===== config.mk =====
export PLATFORM = sky130hd
export DESIGN_NAME = at_response_line_classifier_top
export DESIGN_NICKNAME = d
export VERILOG_FILES = /design/src/rtl/atrlc_pkg.sv /design/src/rtl/atrlc_core.sv /design/src/rtl/at_response_line_classifier_top.sv
export VERILOG_INCLUDE_DIRS = /design/src /design/src/rtl
export SDC_FILE = /design/constraint.sdc
export NUM_CORES = 1
export LEC_CHECK = 0
export ABC_AREA = 0
export ABC_CLOCK_PERIOD_IN_PS = 5520
export BUFFER_PORTS_ARGS = -buffer_cell sky130_fd_sc_hd__buf_2
export CAP_MARGIN = 20
export CELL_PAD_IN_SITES_DETAIL_PLACEMENT = 0
export CELL_PAD_IN_SITES_GLOBAL_PLACEMENT = 1
export CORE_ASPECT_RATIO = 1.2
export CORE_MARGIN = 10
export CORE_UTILIZATION = 48
export CTS_BUF_LIST = sky130_fd_sc_hd__clkbuf_8
export DETAILED_ROUTE_END_ITERATION = 10
export GPL_TIMING_DRIVEN = 0
export PLACE_DENSITY_LB_ADDON = 0.05
export SLEW_MARGIN = 25
export SYNTH_ARGS = -nofsm -noshare
export SYNTH_HDL_FRONTEND = slang
export SYNTH_HIERARCHICAL = 1
export SYNTH_SLANG_ARGS = --single-unit

===== constraint.sdc =====
create_clock -name i_clk -period 5.52 [get_ports i_clk]
set_input_delay 0.276 -clock i_clk [delete_from_list [all_inputs] [get_ports i_clk]]
set_output_delay 0.276 -clock i_clk [all_outputs]
set_load 0.005 [all_outputs]

===== src/rtl/at_response_line_classifier_top_assert.svh =====
// Assertion macros for the response line classifier RTL.
`ifndef AT_RESPONSE_LINE_CLASSIFIER_TOP_ASSERT_SVH
`define AT_RESPONSE_LINE_CLASSIFIER_TOP_ASSERT_SVH

// Same-cycle implication, checked out of reset.
`define ATRLC_ASSERT_IMP(label, ante, cons, msg) \
    label: assert property (@(posedge i_clk) disable iff (!i_rst_n) \
        (ante) |-> (cons)) else $error(msg);

// Next-cycle implication, checked out of reset.
`define ATRLC_ASSERT_NXT(label, ante, cons, msg) \
    label: assert property (@(posedge i_clk) disable iff (!i_rst_n) \
        (ante) |=> (cons)) else $error(msg);

`endif


===== src/rtl/atrlc_pkg.sv =====
// Types, constants and match tables for the response line classifier.
package atrlc_pkg;

    localparam int unsigned MAX_CAPACITY_DEF = 4096;
    localparam int unsigned LEN_W            = 13;
    localparam int unsigned CMX_PAT_LEN      = 11;
    localparam int unsigned CAP_RESET        = 64;

    // Configuration register indexes
    localparam logic REG_CAPACITY = 1'b0;
    localparam logic REG_KEEP_CR  = 1'b1;

    localparam logic [7:0] CHAR_CR = 8'h0D;
    localparam logic [7:0] CHAR_LF = 8'h0A;

    // Input function codes
    localparam logic FUNC_BYTE    = 1'b0;
    localparam logic FUNC_TIMEOUT = 1'b1;

    typedef enum logic [2:0] {
        ST_DATA     = 3'd0,
        ST_EMPTY    = 3'd1,
        ST_INFO     = 3'd2,
        ST_OK       = 3'd3,
        ST_ERROR    = 3'd4,
        ST_CMX      = 3'd5,
        ST_TIMEOUT  = 3'd6,
        ST_OVERFLOW = 3'd7
    } t_status;

    typedef struct packed {
        logic       func;
        logic [7:0] rx_byte;
    } t_in_item;

    typedef struct packed {
        t_status            status;
        logic [7:0]         data_byte;
        logic [LEN_W-1:0]   line_length;
        logic [LEN_W-1:0]   total_bytes;
        logic               last;
    } t_out_item;

    // Control from the handshake stage to the classifier core
    typedef struct packed {
        logic             step;
        logic             cap_we;
        logic [LEN_W-1:0] cap_data;
    } t_core_ctrl;

    // Expected character of "OK" at a line position
    function automatic logic [7:0] f_ok_char(input logic [3:0] idx);
        logic [7:0] ch;
        case (idx)
            4'd0:    ch = "O";
            4'd1:    ch = "K";
            default: ch = 8'h00;
        endcase
        return ch;
    endfunction

    // Expected character of "ERROR" at a line position
    function automatic logic [7:0] f_err_char(input logic [3:0] idx);
        logic [7:0] ch;
        case (idx)
            4'd0:    ch = "E";
            4'd1:    ch = "R";
            4'd2:    ch = "R";
            4'd3:    ch = "O";
            4'd4:    ch = "R";
            default: ch = 8'h00;
        endcase
        return ch;
    endfunction

    // Expected character of "+CMx ERROR:" at a line position; x given
    function automatic logic [7:0] f_cmx_char(input logic [3:0] idx,
                                              input logic [7:0] x);
        logic [7:0] ch;
        case (idx)
            4'd0:    ch = "+";
            4'd1:    ch = "C";
            4'd2:    ch = "M";
            4'd3:    ch = x;
            4'd4:    ch = " ";
            4'd5:    ch = "E";
            4'd6:    ch = "R";
            4'd7:    ch = "R";
            4'd8:    ch = "O";
            4'd9:    ch = "R";
            4'd10:   ch = ":";
            default: ch = 8'h00;
        endcase
        return ch;
    endfunction

endpackage


===== src/rtl/atrlc_core.sv =====
// Classifier core: line counters, budget, prefix flags and result decode.
module atrlc_core #(
    parameter int unsigned MAX_CAPACITY = atrlc_pkg::MAX_CAPACITY_DEF
) (
    input  logic                        i_clk,
    input  logic                        i_rst_n,
    input  atrlc_pkg::t_core_ctrl       i_ctrl,
    input  atrlc_pkg::t_in_item         i_item,
    input  logic                        i_keep_cr,
    output logic                        o_res_valid,
    output atrlc_pkg::t_out_item        o_res
);

    localparam int unsigned LW = atrlc_pkg::LEN_W;

    // Budget from a capacity value: clamp, then minus one (0 for 0 or 1)
    function automatic logic [LW-1:0] f_base(input logic [LW-1:0] cap);
        logic [LW-1:0] cl;
        cl = (32'(cap) > MAX_CAPACITY) ? LW'(MAX_CAPACITY) : cap;
        return (cl <= LW'(1)) ? '0 : cl - LW'(1);
    endfunction

    logic [LW-1:0] r_capacity;
    logic [LW-1:0] r_budget, n_budget;
    logic [LW-1:0] r_used,   n_used;
    logic [LW-1:0] r_len,    n_len;
    logic          r_ok_m,   n_ok_m;
    logic          r_err_m,  n_err_m;
    logic          r_cme_m,  n_cme_m;
    logic          r_cms_m,  n_cms_m;

    logic [LW-1:0] total;
    logic [LW-1:0] len_inc;
    logic [LW-1:0] budget_sep;
    logic [7:0]    c;
    logic [3:0]    pidx;
    logic          is_ok;
    logic          is_err;
    logic          is_cmx;
    logic          rearm;

    assign total      = r_used + r_len;
    assign len_inc    = r_len + LW'(1);
    assign budget_sep = r_budget - len_inc;
    assign c          = i_item.rx_byte;
    assign pidx       = r_len[3:0];

    assign is_ok  = r_ok_m && (r_len == LW'(2) + LW'(i_keep_cr));
    assign is_err = r_err_m && (r_len == LW'(5) + LW'(i_keep_cr));
    assign is_cmx = (r_len >= LW'(atrlc_pkg::CMX_PAT_LEN)) && (r_cme_m || r_cms_m);

    // Result decode and next line state for the item in the input register
    always_comb begin
        o_res_valid       = 1'b1;
        o_res.status      = atrlc_pkg::ST_DATA;
        o_res.data_byte   = 8'h00;
        o_res.line_length = r_len;
        o_res.total_bytes = total;
        o_res.last        = 1'b0;
        n_budget          = r_budget;
        n_used            = r_used;
        n_len             = r_len;
        n_ok_m            = r_ok_m;
        n_err_m           = r_err_m;
        n_cme_m           = r_cme_m;
        n_cms_m           = r_cms_m;
        if (r_budget == '0) begin
            o_res.status    = atrlc_pkg::ST_OVERFLOW;
            o_res.data_byte = (i_item.func == atrlc_pkg::FUNC_TIMEOUT) ? 8'h00 : c;
            o_res.last      = 1'b1;
        end else if (i_item.func == atrlc_pkg::FUNC_TIMEOUT) begin
            o_res.status = atrlc_pkg::ST_TIMEOUT;
            o_res.last   = 1'b1;
        end else if (c == atrlc_pkg::CHAR_CR && !i_keep_cr) begin
            o_res_valid = 1'b0;
        end else if (c != atrlc_pkg::CHAR_LF) begin
            // line byte: data, or overflow if it fills the budget
            o_res.data_byte   = c;
            o_res.line_length = len_inc;
            o_res.total_bytes = total + LW'(1);
            n_len             = len_inc;
            if ({1'b0, len_inc} >= {1'b0, r_budget}) begin
                o_res.status = atrlc_pkg::ST_OVERFLOW;
                o_res.last   = 1'b1;
            end else begin
                if (r_len < LW'(2) && c != atrlc_pkg::f_ok_char(pidx))
                    n_ok_m = 1'b0;
                if (r_len < LW'(5) && c != atrlc_pkg::f_err_char(pidx))
                    n_err_m = 1'b0;
                if (r_len < LW'(atrlc_pkg::CMX_PAT_LEN)
                    && c != atrlc_pkg::f_cmx_char(pidx, "E"))
                    n_cme_m = 1'b0;
                if (r_len < LW'(atrlc_pkg::CMX_PAT_LEN)
                    && c != atrlc_pkg::f_cmx_char(pidx, "S"))
                    n_cms_m = 1'b0;
            end
        end else if (is_ok) begin
            o_res.status = atrlc_pkg::ST_OK;
            o_res.last   = 1'b1;
        end else if (is_err) begin
            o_res.status = atrlc_pkg::ST_ERROR;
            o_res.last   = 1'b1;
        end else if (is_cmx) begin
            o_res.status = atrlc_pkg::ST_CMX;
            o_res.last   = 1'b1;
        end else begin
            // line separator is charged to the budget
            o_res.total_bytes = total + LW'(1);
            if (budget_sep == '0) begin
                o_res.status = atrlc_pkg::ST_OVERFLOW;
                o_res.last   = 1'b1;
            end else begin
                o_res.status = (r_len == '0) ? atrlc_pkg::ST_EMPTY : atrlc_pkg::ST_INFO;
                n_budget     = budget_sep;
                n_used       = r_used + len_inc;
                n_len        = '0;
                n_ok_m       = 1'b1;
                n_err_m      = 1'b1;
                n_cme_m      = 1'b1;
                n_cms_m      = 1'b1;
            end
        end
    end

    assign rearm = i_ctrl.step && o_res_valid && o_res.last;

    // Capacity register; a write re-arms with the new value
    always_ff @(posedge i_clk) begin
        if (!i_rst_n) begin
            r_capacity <= LW'(atrlc_pkg::CAP_RESET);
        end else if (i_ctrl.cap_we) begin
            r_capacity <= i_ctrl.cap_data;
        end
    end

    // Line state
    always_ff @(posedge i_clk) begin
        if (!i_rst_n) begin
            r_budget <= f_base(LW'(atrlc_pkg::CAP_RESET));
            r_used   <= '0;
            r_len    <= '0;
            r_ok_m   <= 1'b1;
            r_err_m  <= 1'b1;
            r_cme_m  <= 1'b1;
            r_cms_m  <= 1'b1;
        end else if (i_ctrl.cap_we || rearm) begin
            r_budget <= i_ctrl.cap_we ? f_base(i_ctrl.cap_data) : f_base(r_capacity);
            r_used   <= '0;
            r_len    <= '0;
            r_ok_m   <= 1'b1;
            r_err_m  <= 1'b1;
            r_cme_m  <= 1'b1;
            r_cms_m  <= 1'b1;
        end else if (i_ctrl.step) begin
            r_budget <= n_budget;
            r_used   <= n_used;
            r_len    <= n_len;
            r_ok_m   <= n_ok_m;
            r_err_m  <= n_err_m;
            r_cme_m  <= n_cme_m;
            r_cms_m  <= n_cms_m;
        end
    end

endmodule


===== src/rtl/at_response_line_classifier_top.sv =====
// Top level of the AT response line classifier: handshake stages and config.
// One item (a received byte or a timeout event) is taken per clock cycle, back
// to back, unless the input stalls as below: an input register feeds the
// classifier core, whose line counters, response budget and four prefix flags
// are updated in that same cycle, and the result lands in an output register. A
// dropped CR gives no result item. Every final code, timeout or overflow re-arms
// the block, as does a write of response_capacity (register 0), which takes
// effect at once; there is no clearing pass after reset. keep_carriage_return is
// register 1. A result that waits at the output stalls the input only when both
// registers are full.
module at_response_line_classifier_top #(
    parameter int unsigned MAX_CAPACITY = atrlc_pkg::MAX_CAPACITY_DEF
) (
    input  logic                                i_clk,
    input  logic                                i_rst_n,
    input  logic                                i_in_valid,
    output logic                                o_in_ready,
    input  atrlc_pkg::t_in_item                 i_in_item,
    output logic                                o_out_valid,
    input  logic                                i_out_ready,
    output atrlc_pkg::t_out_item                o_out_item,
    input  logic                                i_cfg_we,
    input  logic                                i_cfg_index,
    input  logic [atrlc_pkg::LEN_W-1:0]         i_cfg_wdata
);

    logic                  r_in_valid;
    atrlc_pkg::t_in_item   r_in_item;
    logic                  r_out_valid;
    atrlc_pkg::t_out_item  r_out_item;
    logic                  r_keep_cr;
    logic                  out_free;
    logic                  advance;
    logic                  res_valid;
    atrlc_pkg::t_out_item  res;
    atrlc_pkg::t_core_ctrl ctrl;

    assign out_free   = !r_out_valid || i_out_ready;
    assign advance    = r_in_valid && out_free;
    assign o_in_ready = !r_in_valid || out_free;

    assign ctrl.step     = advance;
    assign ctrl.cap_we   = i_cfg_we && (i_cfg_index == atrlc_pkg::REG_CAPACITY);
    assign ctrl.cap_data = i_cfg_wdata;

    // keep_carriage_return register
    always_ff @(posedge i_clk) begin
        if (!i_rst_n) begin
            r_keep_cr <= 1'b0;
        end else if (i_cfg_we && i_cfg_index == atrlc_pkg::REG_KEEP_CR) begin
            r_keep_cr <= i_cfg_wdata[0];
        end
    end

    // Input register
    always_ff @(posedge i_clk) begin
        if (!i_rst_n) begin
            r_in_valid <= 1'b0;
        end else if (o_in_ready) begin
            r_in_valid <= i_in_valid;
        end
    end

    always_ff @(posedge i_clk) begin
        if (i_in_valid && o_in_ready) begin
            r_in_item <= i_in_item;
        end
    end

    atrlc_core #(
        .MAX_CAPACITY (MAX_CAPACITY)
    ) u_core (
        .i_clk       (i_clk),
        .i_rst_n     (i_rst_n),
        .i_ctrl      (ctrl),
        .i_item      (r_in_item),
        .i_keep_cr   (r_keep_cr),
        .o_res_valid (res_valid),
        .o_res       (res)
    );

    // Result register
    always_ff @(posedge i_clk) begin
        if (!i_rst_n) begin
            r_out_valid <= 1'b0;
        end else if (advance && res_valid) begin
            r_out_valid <= 1'b1;
        end else if (i_out_ready) begin
            r_out_valid <= 1'b0;
        end
    end

    always_ff @(posedge i_clk) begin
        if (advance && res_valid) begin
            r_out_item <= res;
        end
    end

    assign o_out_valid = r_out_valid;
    assign o_out_item  = r_out_item;

    // Checks
    `include "at_response_line_classifier_top_assert.svh"

    `ATRLC_ASSERT_IMP(a_empty_stage_ready, !r_in_valid, o_in_ready, "input stage empty but not ready")
    `ATRLC_ASSERT_IMP(a_data_has_length, o_out_valid && o_out_item.status == atrlc_pkg::ST_DATA, o_out_item.line_length != '0, "data item with zero line length")
    `ATRLC_ASSERT_IMP(a_total_covers_line, o_out_valid, o_out_item.total_bytes >= o_out_item.line_length, "total below line length")
    `ATRLC_ASSERT_NXT(a_nonfinal_status, advance && res_valid && !res.last, o_out_item.status == atrlc_pkg::ST_DATA || o_out_item.status == atrlc_pkg::ST_EMPTY || o_out_item.status == atrlc_pkg::ST_INFO, "non-final item with final status")

endmodule

Word level (Yosys, flattened, before mapping)
Memories as Yosys holds them, arrays and structs flattened. A register that Yosys moved wholly into a read port is not among the register bits.
Cells that the tools add are included.
{"block": "op_classes", "add_sub_neg": 9, "n_lt_le_gt_ge": 9, "eq_ne": 29, "muxes": 92, "bitwise_logic": 10, "n_reduce_logical": 37}
{"op": "13-bit 2-to-1 mux", "n": 23}
{"op": "8-bit 2-to-1 mux", "n": 22}
{"op": "10-bit AND reduction", "n": 4}
{"op": "13-bit logical NOT", "n": 3}
{"op": "38-bit 2-to-1 mux", "n": 1}
{"op": "34-bit 2-to-1 mux", "n": 1}
{"op": "8-bit != test", "n": 4}
{"op": "2-bit != test (second input constant)", "n": 15}
{"op": "1-bit 2-to-1 mux", "n": 29}
{"op": "13-bit by 1-bit adder with 13-bit output (second input constant)", "n": 2}
{"op": "13-bit adder", "n": 2}
{"op": "13-bit equality test", "n": 2}
{"op": "13-bit greater-than comparator (second input constant)", "n": 2}
{"op": "13-bit by 1-bit <= comparator with 1-bit output (second input constant)", "n": 2}
{"op": "26-bit 2-to-1 mux", "n": 1}
{"op": "13-bit by 1-bit subtractor with 13-bit output (second input constant)", "n": 2}
{"op": "21-bit 2-to-1 mux", "n": 1}
{"op": "7-bit case mux with 3 select lines", "n": 1}
{"op": "3-bit 2-to-1 mux", "n": 6}
{"op": "9-bit AND reduction", "n": 2}
{"op": "4-bit 2-to-1 mux", "n": 4}
{"op": "1-bit logical AND", "n": 14}
{"op": "14-bit 2-to-1 mux", "n": 1}
{"op": "7-bit case mux with 2 select lines", "n": 1}
{"op": "23 further kinds", "n": 41}
{"block": "totals", "register_bits": 106, "mem_bits_ro": 224, "in_bits": 28, "out_inout_bits": 40, "elab_cells": 207, "memories": 2}
{"name": "(name not given)", "words": 16, "word_bits": 7, "rd": 1, "rd_clocked_by_memory_dff": 1, "write_ports": 0, "line_no": "atrlc_pkg.sv:80", "source": "case (idx)"}
{"name": "(name not given)", "words": 16, "word_bits": 7, "rd": 1, "rd_clocked_by_memory_dff": 1, "write_ports": 0, "line_no": "atrlc_pkg.sv:80"}

Longest topological paths before layout
{"block": "logic_depth", "word_depth": 15, "depth_mapped": 22, "ltp_nobuf": 20}

Modules after synthesis
The synthesis kept the hierarchy.
{"mod": "atrlc_core", "instances": 1, "cells_each": 941, "area_per_inst_um2": 7168.1, "seq_area_each_um2": 1321.3}
{"mod": "at_response_line_classifier_top", "instances": 1, "cells_each": 66, "area_per_inst_um2": 1575.3, "seq_area_each_um2": 1471.4}

Worst setup path before layout
No wires, ideal clock.
{"block": "synth_timing", "kind": "flip-flop to flip-flop", "start": "reg u_core.r_len[0]", "end": "reg (tool-made name)", "setup_time_ns": 0.091, "arrival_ns": 4.634, "t_required_ns": 5.429, "path_slack_ns": 0.795, "stages_incl_launch_ff": 21, "n_path_buf": 1, "period_less_slack_ns": 4.725, "path_cell_list": "dfxtp_1 -> buf_2 -> inv_1 -> ha_1 -> inv_1 -> ha_1 -> nor2b_1 -> o21ai_0 -> or4b_1 -> o311a_1 -> or4_1 -> nand3_1 -> and3b_1 -> o2111ai_4 -> a21oi_1 -> or2b_2 -> mux2i_1 -> or2_1 -> ha_1 -> nand2_1 -> a311oi_1"}
{"item": "start, declared", "line_no": "atrlc_core.sv:26", "source": "logic [LW-1:0] r_len, n_len;"}
{"item": "start signal, assigned", "line_no": "atrlc_core.sv:157", "source": "r_len <= n_len;"}

==> key figures <==
Outcome
  – Status: finished clean

Worst setup path
  – Critical path fanouts, max: 10
  – Launching point of the worst reg2reg path: u_core/r_len[0]$_SDFFE_PP0P_
  – CP startpoint: u_core/r_len[0]$_SDFFE_PP0P_
  – Critical path endpoint category: register
  – CP Class: reg2reg
  – Crit path arrival time: 5630 ps
  – Startpoint Class: register
  – Critical Path RT: 5890 ps

STA
  – Pins Over Slew Limit: 0
  – Setup WS post-layout: ~260 ps
  – Worst slew pin tran: 840 ps
  – RSZ-0062 raised after global routing: no
  – Fmax: 190 MHz
  – Clk_skew: 16.2 ps
  – Period utilization: 95.3%
  – Slew headroom: a little over two fifths
  – Hold Vio Cnt, Final: 0
  – Final setup viols: 0
  – Period minus WS final: approximately 5300 ps

CTS
  – CTS tree: yes
  – H-tree depth: 4
  – # clock sinks: between 100 and 150
  – Clk_lat worst skew: 450 ps
  – CTS max path bufs: 2
  – Root Buffer: clkbuf_8
  – Clock buffer count from CTS: 17
  – Clock-pin slew on the worst setup and hold paths: 90 ps

Floorplanning
  – DIE WIDTH: ~140 um
  – Vert. Die Dim: ~170 um
  – Core Region: 0.0180 mm^2
  – Row count: 54
  – Initial Util: approximately half
  – Ports: 68
  – Die ar.: 0.0240 mm^2

Global routing
  – Antenna violations before repair: 0
  – Total GRT Usage: 20.6%
  – Largest net degree at the start of global routing: 26
  – Vias in the first global route: approximately 7500
  – First-pass GRT wire length: just under 40 mm
  – Grt total ovfl: 0

Synth
  – Mapped Nets: 1076
  – Cell taking the most area after synthesis: edfxtp_1
  – EDFF count, synth: 47
  – Post-synthesis sequential area ratio: between 30% and 40%
  – Top cells by count, synth: nand2_1, xnor2_1, nor2_1
  – Yosys reg bits: between 100 and 150
  – Syn. warnings: 6
  – Post-synth ARST share: 0%
  – Top_reg_cell synth: dfxtp_1
  – Synth top area share: 16.1%
  – Number of library cell types mapped by synthesis: 86
  – Post-synthesis average cell area: approximately 8.7 um^2
  – Top-count cell post-synth: nand2_1
  – Syn Inst Count: just over 1000
  – Syn Std Cell Area: approximately 0.0087 mm^2
  – Largest cells by area after synthesis: edfxtp_1, dfxtp_1, xnor2_1

Route
  – Wire length per cell: ~18 um
  – DR iter-0 viols: 381
  – Routed Antenna Nets: 0
  – Vias per Instance: about 5.7
  – Drt drc: 0
  – Vias: about 7600
  – Pre-antenna DRT Iters: 5
  – Detailed Route WL: ~24 mm

Placement
  – Post-DP HPWL: approximately 19 mm
  – DP Cell Count: approximately 1300
  – Place WS: -407 ps
  – Port bufs: 67
  – Gpl congestion: 0.914

Cells and area
  – Register area: around 0.0028 mm^2
  – Area delta synth->final: 14.7%
  – # diodes: 0
  – Multi-input logic area: 0.00562 mm^2
  – Non-Filler Instances: ~1300
  – # nets final: 1177
  – Fill cells: 1720
  – Layout cells sized above 1: between 10% and 20%
  – Core Util, Final: 55.6%

Power
  – PnR Total Power: 2.21 mW
  – Leakage: approximately 4 nW
  – Power Dens Cells: 220 mW/mm^2
  – Worst vdd ir: roughly 0.00013 V

Worst hold path
  – Hold Path Origin: i_in_valid
  – Hold Path Class: in2reg

Flow run
  – Max_cap viols: 0
critical path, stage by stage, from the launching register on:
cell        delay, ps
dfxtp_1           430
buf_4             250
clkinvlp_4        160
ha_4              310
inv_2              80
ha_1              300
nor2b_1           130
o21ai_1           210
or4b_1            460
o311a_1           230
or4_1             540
nand3_1           120
and3b_1           210
o2111ai_4         220
a21oi_2           230
or2b_2            240
mux2i_4           330
or2_4             200
ha_1              200
nand2_1            70
a311oi_1          240
where the power goes:
part	total, mW	leakage (nW)	internal (mW)	switching, mW
Clock	0.793	0.199	0.382	0.411
Combinational	0.462	2.74	0.188	0.274
Sequential	0.954	1.03	0.929	0.0250
Total	2.21	3.97	1.50	0.710
final cells by class:
type                    count  area share (%)
inverters                  43            1.65
clock buffers              18            2.47
repair buffers             82            4.82
plain buffers              54            2.91
flip-flops and latches    116            27.9
well taps                 224            2.80
clock inverters            14            1.44
multi-input cells         794            56.1
metal layers:
| metal | up-vias | track usage (%) | part of all wire (%) |
|---|---|---|---|
| li1 | 3833 | - | - |
| met3 | 31 | 2.98 | 3.8 |
| met4 | 0 | 7.50 | 1.9 |
| met5 | - | 0 | 0 |
| met1 | 3609 | 24.7 | 43 |
| met2 | 171 | 36.2 | 51 |
path summary, 6_finish.rpt:
| path | endpoint | slack, ps | cells after the start |
|---|---|---|---|
| worst max-delay path | register | 260 | 20 |
| worst min-delay path | r_in_valid$_SDFFE_PN0P_ | 40 | 3 |
| worst max register to register | register | 260 | 20 |
| worst min register to register | u_core/r_cme_m$_SDFFE_PP1P_ | 470 | 2 |
sequential cells by signal, indices dropped and copies added, names as in the netlist, named ones only:
signal,cells
o_out_item,38
u_core/r_budget,13
u_core/r_capacity,13
u_core/r_len,13
u_core/r_used,13
r_in_item,9
o_out_valid,1
r_in_valid,1
r_keep_cr,1
u_core/r_cme_m,1
u_core/r_cms_m,1
u_core/r_err_m,1
u_core/r_ok_m,1
cells by family after synthesis:
logic type | Yosys count | share of synthesized area (%)
DFF | 116 | 31.9
AOI/OAI and AO/OA | 243 | 19.4
xor gates and xnor gates | 113 | 12.0
buffers and inverters | 97 | 5.08
muxes | 24 | 2.82
adders and majority gates | 52 | 7.41
and+or+nand+nor | 362 | 21.4
through the flow:
step                      instance area [um^2]  hold slack, ps  setup TNS (ps)
final                                    10000            44.8               0
after global routing                     10000            50.0               0
after CTS                                 9920            18.0               0
after detailed placement                  9390             454           -3090
after global placement                    9360             453           -3850
after floorplan                           8740             375               0
cell usage in the layout (no fill, tap or decap), types with 6 or more instances in the layout:
| cell type | n |
|---|---|
| xnor2_1 | 81 |
| inv_1 | 41 |
| and2_1 | 13 |
| nor2b_1 | 27 |
| ha_1 | 37 |
| a21oi_1 | 57 |
| maj3_1 | 9 |
| nand3_1 | 20 |
| nor4_1 | 9 |
| o21a_1 | 7 |
| nand4_1 | 20 |
| or3_1 | 15 |
| xor2_1 | 24 |
| mux2i_1 | 18 |
| clkbuf_1 | 18 |
| nand2_1 | 95 |
| and3_1 | 16 |
| o21bai_1 | 7 |
| nor3_1 | 23 |
| nor2_1 | 77 |
| dlygate4sd3_1 | 9 |
| o21ai_1 | 9 |
| edfxtp_1 | 47 |
| nand2b_1 | 11 |
| clkbuf_8 | 18 |
| o21ai_0 | 51 |
| or4_1 | 6 |
| a21o_1 | 10 |
| dfxtp_1 | 68 |
| buf_2 | 81 |
| o211a_1 | 8 |
| buf_4 | 20 |
| a31oi_1 | 6 |
repair_timing:
item / 4_1_cts / 5_1_grt
setup buffers: 0 / 5
setup endpoints to repair: 9 / 9
hold endpoints to repair: 9 / 0
gates resized for setup: 12 / 14
pin swaps: 0 / 1
hold buffers: 9 / 0
Power figures use the tool's default switching activity.
